File: config.mk
export PLATFORM = sky130hd
export DESIGN_NAME = data_run_list_decoder
export DESIGN_NICKNAME = d
export VERILOG_FILES = /design/src/rtl/core/drld_pkg.sv /design/src/rtl/core/drld_front.sv /design/src/rtl/core/drld_tok_queue.sv /design/src/rtl/core/drld_back.sv /design/src/rtl/core/data_run_list_decoder.sv
export SDC_FILE = /design/constraint.sdc
export NUM_CORES = 1
export LEC_CHECK = 0
export ABC_CLOCK_PERIOD_IN_PS = 7400
export BUFFER_PORTS_ARGS = -buffer_cell sky130_fd_sc_hd__clkbuf_2
export CAP_MARGIN = 25
export CORE_AREA = 2 2 288 290
export CTS_CLUSTER_DIAMETER = 100
export DETAILED_ROUTE_END_ITERATION = 10
export DIE_AREA = 0 0 290 292
export GPL_ROUTABILITY_DRIVEN = 0
export GPL_TIMING_DRIVEN = 0
export PLACE_DENSITY_LB_ADDON = 0.05
export SYNTH_ARGS = -nofsm -noshare
export SYNTH_HDL_FRONTEND = slang
export SYNTH_SLANG_ARGS = --single-unit
File: constraint.sdc
create_clock -name clk -period 7.4 [get_ports clk]
set_input_delay 0.37 -clock clk [delete_from_list [all_inputs] [get_ports clk]]
set_output_delay 0.37 -clock clk [all_outputs]
set_load 0.01 [all_outputs]
File: src/rtl/core/drld_pkg.sv
// Shared types and constants for the data run list decoder.
// Used by the front parser, the token queue, the back executor and the top level.
// No dependencies.
package drld_pkg;

  // Upper bound on the run limit register; larger register values clamp to it.
  localparam int MAX_RUNS = 16;
  localparam int CNT_W = 5;

  // Depths of the token queue and of the result queue; both are powers of two.
  localparam int TOK_DEPTH = 4;
  localparam int TOK_AW = $clog2(TOK_DEPTH);
  localparam int OUT_DEPTH = 4;
  localparam int OUT_AW = $clog2(OUT_DEPTH);

  // End reasons.
  localparam logic [1:0] REASON_TERM = 2'd0;
  localparam logic [1:0] REASON_LIMIT = 2'd1;
  localparam logic [1:0] REASON_TRUNC = 2'd2;
  localparam logic [1:0] REASON_BUFEND = 2'd3;

  typedef enum logic [1:0] {
    OP_NOP,
    OP_HDR,
    OP_LEN,
    OP_OFF
  } op_t;

  typedef struct packed {
    logic [7:0] data_byte;
    logic last_byte;
  } item_t;

  typedef struct packed {
    logic run_valid;
    logic signed [63:0] run_start;
    logic [63:0] run_clusters;
    logic run_sparse;
    logic list_done;
    logic [1:0] end_reason;
    logic [CNT_W-1:0] runs_found;
  } result_t;

  // One classified byte, handed from the front parser to the back executor.
  typedef struct packed {
    op_t op;
    logic [7:0] data;
    logic [2:0] pos;
    logic use_byte;
    logic sext;
    logic had_offset;
    logic run;
    logic done;
    logic [1:0] reason;
    logic [CNT_W-1:0] runs_found;
    logic restart;
  } token_t;

endpackage

File: src/rtl/core/drld_front.sv
// Front parser of the data run list decoder: tracks the list phase and byte counters.
// Classifies each accepted byte into a token for the back executor. Depends on drld_pkg.
module drld_front (
  input  logic clk,
  input  logic rst,
  input  logic accept,
  input  drld_pkg::item_t item,
  input  logic max_runs_we,
  input  logic [drld_pkg::CNT_W-1:0] max_runs,
  output drld_pkg::token_t tok
);

  typedef enum logic [1:0] {
    PH_HEADER,
    PH_LENGTH,
    PH_OFFSET,
    PH_DISCARD
  } phase_t;

  phase_t phase, phase_next;
  logic [3:0] len_left, len_left_next;
  logic [3:0] off_left, off_left_next;
  logic [3:0] pos, pos_next;
  logic had_offset, had_offset_next;
  logic [drld_pkg::CNT_W-1:0] run_count, run_count_next;
  logic [drld_pkg::CNT_W-1:0] runs_cap;
  logic [drld_pkg::CNT_W-1:0] limit;
  logic [drld_pkg::CNT_W-1:0] found;
  logic [3:0] len_dec;
  logic run, done, restart;
  logic [1:0] reason;

  always_comb begin
    limit = (runs_cap > drld_pkg::CNT_W'(drld_pkg::MAX_RUNS)) ?
            drld_pkg::CNT_W'(drld_pkg::MAX_RUNS) : runs_cap;
    phase_next = phase;
    len_left_next = len_left;
    off_left_next = off_left;
    pos_next = pos;
    had_offset_next = had_offset;
    run_count_next = run_count;
    len_dec = len_left - 4'd1;
    run = 1'b0;
    done = 1'b0;
    restart = 1'b0;
    reason = drld_pkg::REASON_TERM;
    tok = '0;
    tok.op = drld_pkg::OP_NOP;
    tok.data = item.data_byte;
    tok.pos = pos[2:0];
    tok.use_byte = ~pos[3];

    unique case (phase)
      PH_HEADER: begin
        if (run_count >= limit) begin
          done = 1'b1;
          reason = drld_pkg::REASON_LIMIT;
        end else if (item.data_byte == 8'd0) begin
          done = 1'b1;
          reason = drld_pkg::REASON_TERM;
        end else if (item.last_byte) begin
          done = 1'b1;
          reason = drld_pkg::REASON_TRUNC;
        end else begin
          tok.op = drld_pkg::OP_HDR;
          len_left_next = item.data_byte[3:0];
          off_left_next = item.data_byte[7:4];
          had_offset_next = item.data_byte[7:4] != 4'd0;
          pos_next = 4'd0;
          phase_next = (item.data_byte[3:0] != 4'd0) ? PH_LENGTH : PH_OFFSET;
        end
      end
      PH_LENGTH: begin
        tok.op = drld_pkg::OP_LEN;
        pos_next = pos + 4'd1;
        len_left_next = len_dec;
        if (len_dec == 4'd0) begin
          pos_next = 4'd0;
          if (off_left == 4'd0) begin
            run = 1'b1;
          end else begin
            phase_next = PH_OFFSET;
          end
        end
        if (!run && item.last_byte) begin
          done = 1'b1;
          reason = drld_pkg::REASON_TRUNC;
        end
      end
      PH_OFFSET: begin
        tok.op = drld_pkg::OP_OFF;
        if (off_left <= 4'd1) begin
          tok.sext = (pos < 4'd7) && item.data_byte[7];
          off_left_next = 4'd0;
          pos_next = 4'd0;
          run = 1'b1;
        end else begin
          off_left_next = off_left - 4'd1;
          pos_next = pos + 4'd1;
        end
        if (!run && item.last_byte) begin
          done = 1'b1;
          reason = drld_pkg::REASON_TRUNC;
        end
      end
      PH_DISCARD: begin
        restart = item.last_byte;
      end
      default: begin
        phase_next = PH_HEADER;
      end
    endcase

    found = run ? run_count + drld_pkg::CNT_W'(1) : run_count;
    if (run) begin
      run_count_next = found;
      phase_next = PH_HEADER;
      if (found >= limit) begin
        done = 1'b1;
        reason = drld_pkg::REASON_LIMIT;
      end else if (item.last_byte) begin
        done = 1'b1;
        reason = drld_pkg::REASON_BUFEND;
      end
    end

    if (done) begin
      if (item.last_byte) begin
        restart = 1'b1;
      end else begin
        phase_next = PH_DISCARD;
      end
    end

    if (restart) begin
      phase_next = PH_HEADER;
      len_left_next = 4'd0;
      off_left_next = 4'd0;
      pos_next = 4'd0;
      had_offset_next = 1'b0;
      run_count_next = '0;
    end

    tok.had_offset = had_offset;
    tok.run = run;
    tok.done = done;
    tok.reason = reason;
    tok.runs_found = found;
    tok.restart = restart;
  end

  always_ff @(posedge clk) begin
    if (rst) begin
      phase <= PH_HEADER;
      len_left <= 4'd0;
      off_left <= 4'd0;
      pos <= 4'd0;
      had_offset <= 1'b0;
      run_count <= '0;
      runs_cap <= drld_pkg::CNT_W'(16);
    end else begin
      if (max_runs_we) begin
        runs_cap <= max_runs;
      end
      if (accept) begin
        phase <= phase_next;
        len_left <= len_left_next;
        off_left <= off_left_next;
        pos <= pos_next;
        had_offset <= had_offset_next;
        run_count <= run_count_next;
      end
    end
  end

endmodule

File: src/rtl/core/drld_tok_queue.sv
// Token queue between the front parser and the back executor.
// A small register FIFO of drld_pkg::token_t entries. Depends on drld_pkg.
module drld_tok_queue (
  input  logic clk,
  input  logic rst,
  input  logic push,
  input  drld_pkg::token_t tok_in,
  output logic full,
  input  logic pop,
  output drld_pkg::token_t tok_out,
  output logic empty
);

  drld_pkg::token_t slots [drld_pkg::TOK_DEPTH];
  logic [drld_pkg::TOK_AW-1:0] wr_ptr, rd_ptr;
  logic [drld_pkg::TOK_AW:0] count;
  logic do_push, do_pop;

  assign full = count == (drld_pkg::TOK_AW + 1)'(drld_pkg::TOK_DEPTH);
  assign empty = count == '0;
  assign do_push = push && !full;
  assign do_pop = pop && !empty;
  assign tok_out = slots[rd_ptr];

  always_ff @(posedge clk) begin
    if (do_push) begin
      slots[wr_ptr] <= tok_in;
    end
  end

  always_ff @(posedge clk) begin
    if (rst) begin
      wr_ptr <= '0;
      rd_ptr <= '0;
      count <= '0;
    end else begin
      if (do_push) begin
        wr_ptr <= wr_ptr + 1'b1;
      end
      if (do_pop) begin
        rd_ptr <= rd_ptr + 1'b1;
      end
      if (do_push && !do_pop) begin
        count <= count + 1'b1;
      end else if (do_pop && !do_push) begin
        count <= count - 1'b1;
      end
    end
  end

endmodule

File: src/rtl/core/drld_back.sv
// Back executor of the data run list decoder: length and delta accumulators,
// running cluster adder and the result queue. Depends on drld_pkg.
module drld_back (
  input  logic clk,
  input  logic rst,
  input  drld_pkg::token_t tok,
  input  logic tok_empty,
  output logic tok_pop,
  output drld_pkg::result_t result,
  output logic empty,
  input  logic pop
);

  logic [63:0] len_acc, delta_acc, running;
  logic [63:0] len_new, delta_new, byte_shift, sext_mask, sum;
  drld_pkg::result_t res_new;
  drld_pkg::result_t slots [drld_pkg::OUT_DEPTH];
  logic [drld_pkg::OUT_AW-1:0] wr_ptr, rd_ptr;
  logic [drld_pkg::OUT_AW:0] count;
  logic out_full, emit, do_write, do_read;

  assign out_full = count == (drld_pkg::OUT_AW + 1)'(drld_pkg::OUT_DEPTH);
  assign empty = count == '0;
  assign tok_pop = !tok_empty && !out_full;
  assign emit = tok.run || tok.done;
  assign do_write = tok_pop && emit;
  assign do_read = pop && !empty;
  assign result = slots[rd_ptr];

  always_comb begin
    byte_shift = {56'd0, tok.data} << {tok.pos, 3'b000};
    sext_mask = tok.sext ? ({64{1'b1}} << {tok.pos + 3'd1, 3'b000}) : 64'd0;
    len_new = len_acc;
    delta_new = delta_acc;
    if (tok.op == drld_pkg::OP_LEN && tok.use_byte) begin
      len_new = len_acc | byte_shift;
    end
    if (tok.op == drld_pkg::OP_OFF) begin
      delta_new = delta_acc | (tok.use_byte ? byte_shift : 64'd0) | sext_mask;
    end
    sum = running + delta_new;

    res_new = '0;
    res_new.run_valid = tok.run;
    if (tok.run) begin
      res_new.run_start = tok.had_offset ? sum : {64{1'b1}};
      res_new.run_clusters = len_new;
      res_new.run_sparse = !tok.had_offset;
    end
    res_new.list_done = tok.done;
    res_new.end_reason = tok.reason;
    res_new.runs_found = tok.runs_found;
  end

  always_ff @(posedge clk) begin
    if (do_write) begin
      slots[wr_ptr] <= res_new;
    end
  end

  always_ff @(posedge clk) begin
    if (rst) begin
      len_acc <= 64'd0;
      delta_acc <= 64'd0;
      running <= 64'd0;
      wr_ptr <= '0;
      rd_ptr <= '0;
      count <= '0;
    end else begin
      if (tok_pop) begin
        if (tok.op == drld_pkg::OP_HDR) begin
          len_acc <= 64'd0;
          delta_acc <= 64'd0;
        end else begin
          len_acc <= len_new;
          delta_acc <= delta_new;
        end
        if (tok.restart) begin
          running <= 64'd0;
        end else if (tok.run && tok.had_offset) begin
          running <= sum;
        end
      end
      if (do_write) begin
        wr_ptr <= wr_ptr + 1'b1;
      end
      if (do_read) begin
        rd_ptr <= rd_ptr + 1'b1;
      end
      if (do_write && !do_read) begin
        count <= count + 1'b1;
      end else if (do_read && !do_write) begin
        count <= count - 1'b1;
      end
    end
  end

endmodule

File: src/rtl/core/data_run_list_decoder.sv
// Top level of the data run list decoder: front parser, token queue, back executor.
// Depends on drld_pkg, drld_front, drld_tok_queue and drld_back.
// Throughput: one byte beat per cycle, sustained while results are popped.
// The front classifies a byte in the cycle it is accepted and registers its token in the
// token queue; the back then pops it and writes its result into the result queue.
// Synchronous reset (rst high) empties both queues, clears the list and sets the limit to 16.
module data_run_list_decoder (
  input  logic clk,
  input  logic rst,
  input  logic push,
  output logic full,
  input  drld_pkg::item_t item,
  output logic empty,
  input  logic pop,
  output drld_pkg::result_t result,
  input  logic max_runs_we,
  input  logic [drld_pkg::CNT_W-1:0] max_runs
);

  // The front classifies every accepted beat and always produces one token, so
  // input backpressure is simply the token queue being full.
  drld_pkg::token_t front_tok;
  drld_pkg::token_t back_tok;
  logic accept;
  logic tok_empty;
  logic tok_pop;

  assign accept = push && !full;

  drld_front u_front (
    .clk(clk),
    .rst(rst),
    .accept(accept),
    .item(item),
    .max_runs_we(max_runs_we),
    .max_runs(max_runs),
    .tok(front_tok)
  );

  // The token queue decouples the parser from the result side, so a stalled
  // consumer only backs up into this queue and then into full.
  drld_tok_queue u_tok_queue (
    .clk(clk),
    .rst(rst),
    .push(accept),
    .tok_in(front_tok),
    .full(full),
    .pop(tok_pop),
    .tok_out(back_tok),
    .empty(tok_empty)
  );

  // The back executor folds bytes into the 64-bit accumulators, adds the delta
  // to the running cluster and writes finished results to its result queue.
  drld_back u_back (
    .clk(clk),
    .rst(rst),
    .tok(back_tok),
    .tok_empty(tok_empty),
    .tok_pop(tok_pop),
    .result(result),
    .empty(empty),
    .pop(pop)
  );

endmodule

# After elaboration in Yosys (flattened, before gate mapping)
# Memory sizes are Yosys's and may differ from the RTL's. A register that Yosys moved wholly into a read port is not among the register bits.
# Cells that the tools add are included.
# word_totals
reg_bits	231
ram_bits	656
inputBits	19
mem_count	2
# op_classes
n_addsub	14
n_lt_le_gt_ge	5
n_eq_ne	14
shifts	2
muxes	93
n_bitwise	4
reduce_logical	49
# mem_list
name	words	width	read_ports	rd_clocked_by_memory_dff	wr	line	text
u_back.slots	4	138	1	1	1	drld_back.sv:17	drld_pkg::result_t slots [drld_pkg::OUT_DEPTH];
u_tok_queue.slots	4	26	1	1	1	drld_tok_queue.sv:14	drld_pkg::token_t slots [drld_pkg::TOK_DEPTH];
# op_table
op	count
$mux W64	9
$or A64 B64 Y64	3
$mux W129	1
$add A64 B64 Y64	1
$shl A64 B6 Y64 const A	1
$shl A8 B6 Y64	1
$mux W4	15
$mux W2	24
$mux W1	28
$mux W5	4
$reduce_and A5 Y1	4
$pmux W4 S2	2
$logic_and A1 B1 Y1	15
$mux W3	4
$pmux W2 S3	2
$pmux W4 S3	1
$reduce_bool A4 Y1	3
$logic_not A1 Y1	11
$ge A5 B5 Y1	2
$reduce_bool A2 Y1	5
$add A3 B1 Y3 const B	3
$ne A3 B2 Y1 const B	3
$add A2 B1 Y2 const B	4
$eq A2 B2 Y1 const B	4
21 further kinds	31

# Longest topological paths before layout
# logic_depth
ltp_word	14
mapped_depth	22
mapped_depth_nobuf	19

# Cells and area by module
# A second synthesis with hierarchy kept.
# unflattened
hier_cells	3026
area_unflattened_um2	39555.4
# by_module_without_submodules
mod	instances	cells_per_inst	area_per_inst_um2	seq_area_each_um2
drld_back	1	2562	33002.9	20599.8
drld_tok_queue	1	184	4245.3	3303.2
drld_front	1	279	2293.4	500.5
data_run_list_decoder	1	1	13.8	0.0

# Worst setup path after synthesis
# Ideal clock, no wire load.
# synth_path
kind	register to register
start	register with a tool-made name
end	memory u_back.slots[0][0] in the netlist's numbering (enable)
setup_ns	0.514
arrival_time_ns	4.907
required_ns	6.886
setup_slack_ns	1.980
stages_incl_launch_ff	8
n_path_buf	3
cell_sequence	dfxtp_1 buf_2 buf_2 clkbuf_1 mux4_2 nor2_1 nor2_1 and2_1
# synth_rtl
item	line
end, declared	drld_back.sv:17

==> run_results.csv <==
group,metric,value,unit
global_route,antenna_found_initial,2,
yosys,synth_area_per_cell,13.1,sq um
die,pin_count,159,
critical_path,crit_family,"compound AO/OA/AOI/OAI gates",
critical_path,critPathRequiredTime,7.83,ns
sta,hold_viol,0,
yosys,seq_area_frac_synth,62.7,%
yosys,synthArstFlopShare,0,%
hold_path,hp-class,"input port to register",
drt,ant_nets,0,
yosys,ys_types,87,
flow_run,cap_violations,0,
die,fp-row-count,105,
yosys,syn_nets,3092,
pwr,p_per_area,406,nW/um^2
die,dieArea,84700,sq um
critical_path,crit_arrival,6.69,ns
cells_and_area,drive_above_1_share,16.1,%
clock_tree,clock-root-buffer,"clkbuf_16",
outcome,status,"completed",
global_route,grt_max_degree,53,
critical_path,worstPathMaxFanout,9,
clock_tree,cts_buffers,96,
critical_path,cp.buffers_inverters,3,
yosys,syn_area,39000,sq um
placement,place_hpwl,68.3,mm
die,die_w,290,um
drt,vias,25500,
global_route,grt_use_total,23.2,%
sta,fin_crit_sh,84.6,%
critical_path,cp_slowest_cell,"mux4_2",
cells_and_area,nets,3378,
clock_tree,cts_htree_levels,3,
drt,routedWlPerCell,22.4,um
sta,rsz0062_at_grt,"no",
clock_tree,clk_pin_slew,0.07,ns
pwr,total_power,18200,uW
sta,hold_slack,0.0925,ns
global_route,grt_remaining_overflow,0,
critical_path,max_stage_delay,0.62,ns
placement,portBuffers,156,
yosys,yosys_warnings,0,
critical_path,critPathKind,"register to register",
drt,drtIter0Drc,1965,
clock_tree,ctsResizeCount,0,
global_route,grt_pass1_vias,25600,
sta,finalClockSkew,0.0239,ns
yosys,ys_ff_latch,891,
drt,routed_wirelength,98.9,mm
cells_and_area,n_fill_cell,6730,
sta,fmax,0.160,GHz
clock_tree,cts_max_path_buffers,3,
sta,slew_headroom,33.3,%
sta,tightest_slew,1.00,ns
yosys,synth-edff-count,656,
critical_path,cp-end-kind,"register",
yosys,syn_inst,2973,
clock_tree,cts_setup_buffers,0,
die,core-area,81600,sq um
drt,drc,0,
clock_tree,clk_latency,0.67,ns
die,dieHeight,292,um
clock_tree,ctsHoldBuffers,13,
yosys,synth_ff_type,"edfxtp_1",
drt,drt_pass1_iterations,5,
cells_and_area,syn_to_final_growth,15.1,%
sta,period_needed,6.26,ns
drt,via_per_inst,5.78,
clock_tree,cts.sinks,891,
sta,slew_violations,0,
sta,finalSetupViolCount,0,
pwr,p_leak,0.0161,uW
clock_tree,cts_tree,"done",
critical_path,start_kind,"register",
global_route,grt_pass1_wl,151,mm
sta,timing.setup.tns,0,ns
critical_path,crit_top_cell,"a21oi_1",
die,initial_core_util,47.7,%
pwr,peakVddDrop,239,uV
critical_path,cp_cell_sequence,"buf_6 > mux4_2 > ha_1 > xnor2_1 > and3_1 > clkbuf_1 > a21oi_1 > o21bai_1 > ha_1 > inv_1 > fa_1 > nor2b_1 > o211ai_1 > a21oi_1 > a2bb2oi_1 > a21oi_2 > a221o_1 > o221ai_1 > o21ai_1 > xnor2_1 > a21oi_1",
## placed cells by master, fill, tap and decap left out, drive strengths merged, types with 6 or more instances in the layout
cell / Yosys / routed
a31oi: 12 / 12
a21o: 69 / 69
nor3: 69 / 69
nor4: 6 / 6
dfxtp: 235 / 235
buf: 40 / 58
o21bai: 31 / 31
a21oi: 330 / 330
o21ai: 98 / 98
mux2i: 11 / 11
nor2: 322 / 322
dlygate4sd3: 0 / 13
nand4: 23 / 23
clkinv: 0 / 29
o31a: 25 / 25
o211ai: 9 / 9
or3: 8 / 8
mux4: 163 / 163
and3: 33 / 33
a221oi: 8 / 8
clkbuf: 151 / 439
a211oi: 8 / 8
nand2b: 14 / 14
nor2b: 9 / 9
ha: 97 / 97
nand2: 174 / 174
o31ai: 9 / 9
and2: 23 / 23
nand3: 25 / 25
o21a: 8 / 8
a22oi: 67 / 67
edfxtp: 656 / 656
inv: 100 / 103
clkinvlp: 0 / 9
xor2: 35 / 35
xnor2: 42 / 42
## synth_stat cells (all sizes together) (11+ instances only)
master,number,area (sq um)
edfxtp,656,19700
xor2,35,307
a21oi,330,1660
a22oi,67,503
nand4,23,144
mux2i,11,110
buf,40,193
nor3,69,345
clkbuf,151,568
nand3,25,125
mux4,163,3670
ha,97,1210
nand2,174,658
o31a,25,219
o21bai,31,233
a21o,69,518
o21ai,98,494
and3,33,206
xnor2,42,368
nor2,322,1210
inv,100,375
nand2b,14,87.6
and2,23,144
dfxtp,235,4700
a31oi,12,81.3
## power breakdown
group	internal (uW)	switching (uW)	total [uW]
combinational	2220	4320	6540
clock	2730	2010	4730
sequential	6710	225	6940
## cell type report
class	count	area (sq um)	area share, %
Clock buffer	132	2670	5.95
Inverter	100	375	0.837
Timing Repair Buffer	188	1330	2.96
Tap cell	1070	1340	2.99
Sequential cell	891	24400	54.4
Antenna cell	1	2.50	0.00558
Buffer	191	763	1.70
Clock inverter	46	518	1.16
Multi-Input combinational cell	1791	13400	30.0
## sequential cells by signal, summed over array words and instances, names as in the netlist, 5 cells and up, named ones only
| name | cells |
|---|---|
| u_back.slots | 552 |
| u_tok_queue.slots | 104 |
| u_back.delta_acc | 64 |
| u_back.len_acc | 64 |
| u_back.running | 64 |
| u_front.run_count | 5 |
| u_front.runs_cap | 5 |
## per-stage QoR
step	cell area [sq um]	utilization, %	setup WS (ns)	std cells
global placement	41100	50.3	-1.64	4199
floorplan	39000	-	1.98	2973
global route	44800	54.9	0.850	4410
CTS	44800	54.9	1.25	4407
detailed placement	41500	50.8	1.30	4216
finish	44800	54.9	1.14	4410
## worst reg2reg max path: cells and delay by family, from the launching register on
family / cells / cell delay (ns)
buf+inv: 3 / 0.56
xor+xnor: 2 / 0.50
simple gates: 2 / 0.41
flops: 1 / 0.33
compound gates: 10 / 2.66
mux: 1 / 0.62
fa+ha+maj: 3 / 0.95
## metal layers
layer,part of all wire [%],GRT usage (%),vias up
met5,0,0,-
met3,5.4,3.03,143
li1,-,-,11800
met4,2.3,6.92,0
met2,47,37.5,776
met1,45,33.0,12800
## kinds of logic (layout without fill, tap and decap cells)
family	count (synthesis)	count (layout)	synth area share [%]
AND/OR/NAND/NOR	727	727	8.28
buffers and inverters	291	657	2.92
AO/OA/AOI/OAI	711	711	11.4
adder cells (fa/ha/maj)	100	100	3.27
multiplexers	176	176	9.77
XOR/XNOR	77	77	1.73
other	0	1	0
flip-flops	891	891	62.7
## path summary, 6_finish.rpt
kind / from / to / slack, ns / depth (start not counted)
min reg2reg: u_back.running[56]$_SDFFE_PP0P_ / u_back.running[56]$_SDFFE_PP0P_ / 0.46 / 2
max reg2reg: register / u_back.slots[2][133]$_DFFE_PP_ / 1.14 / 21
min: pop / register / 0.09 / 4
max: register / u_back.slots[2][133]$_DFFE_PP_ / 1.14 / 21
(Power assumes the default switching activity.)
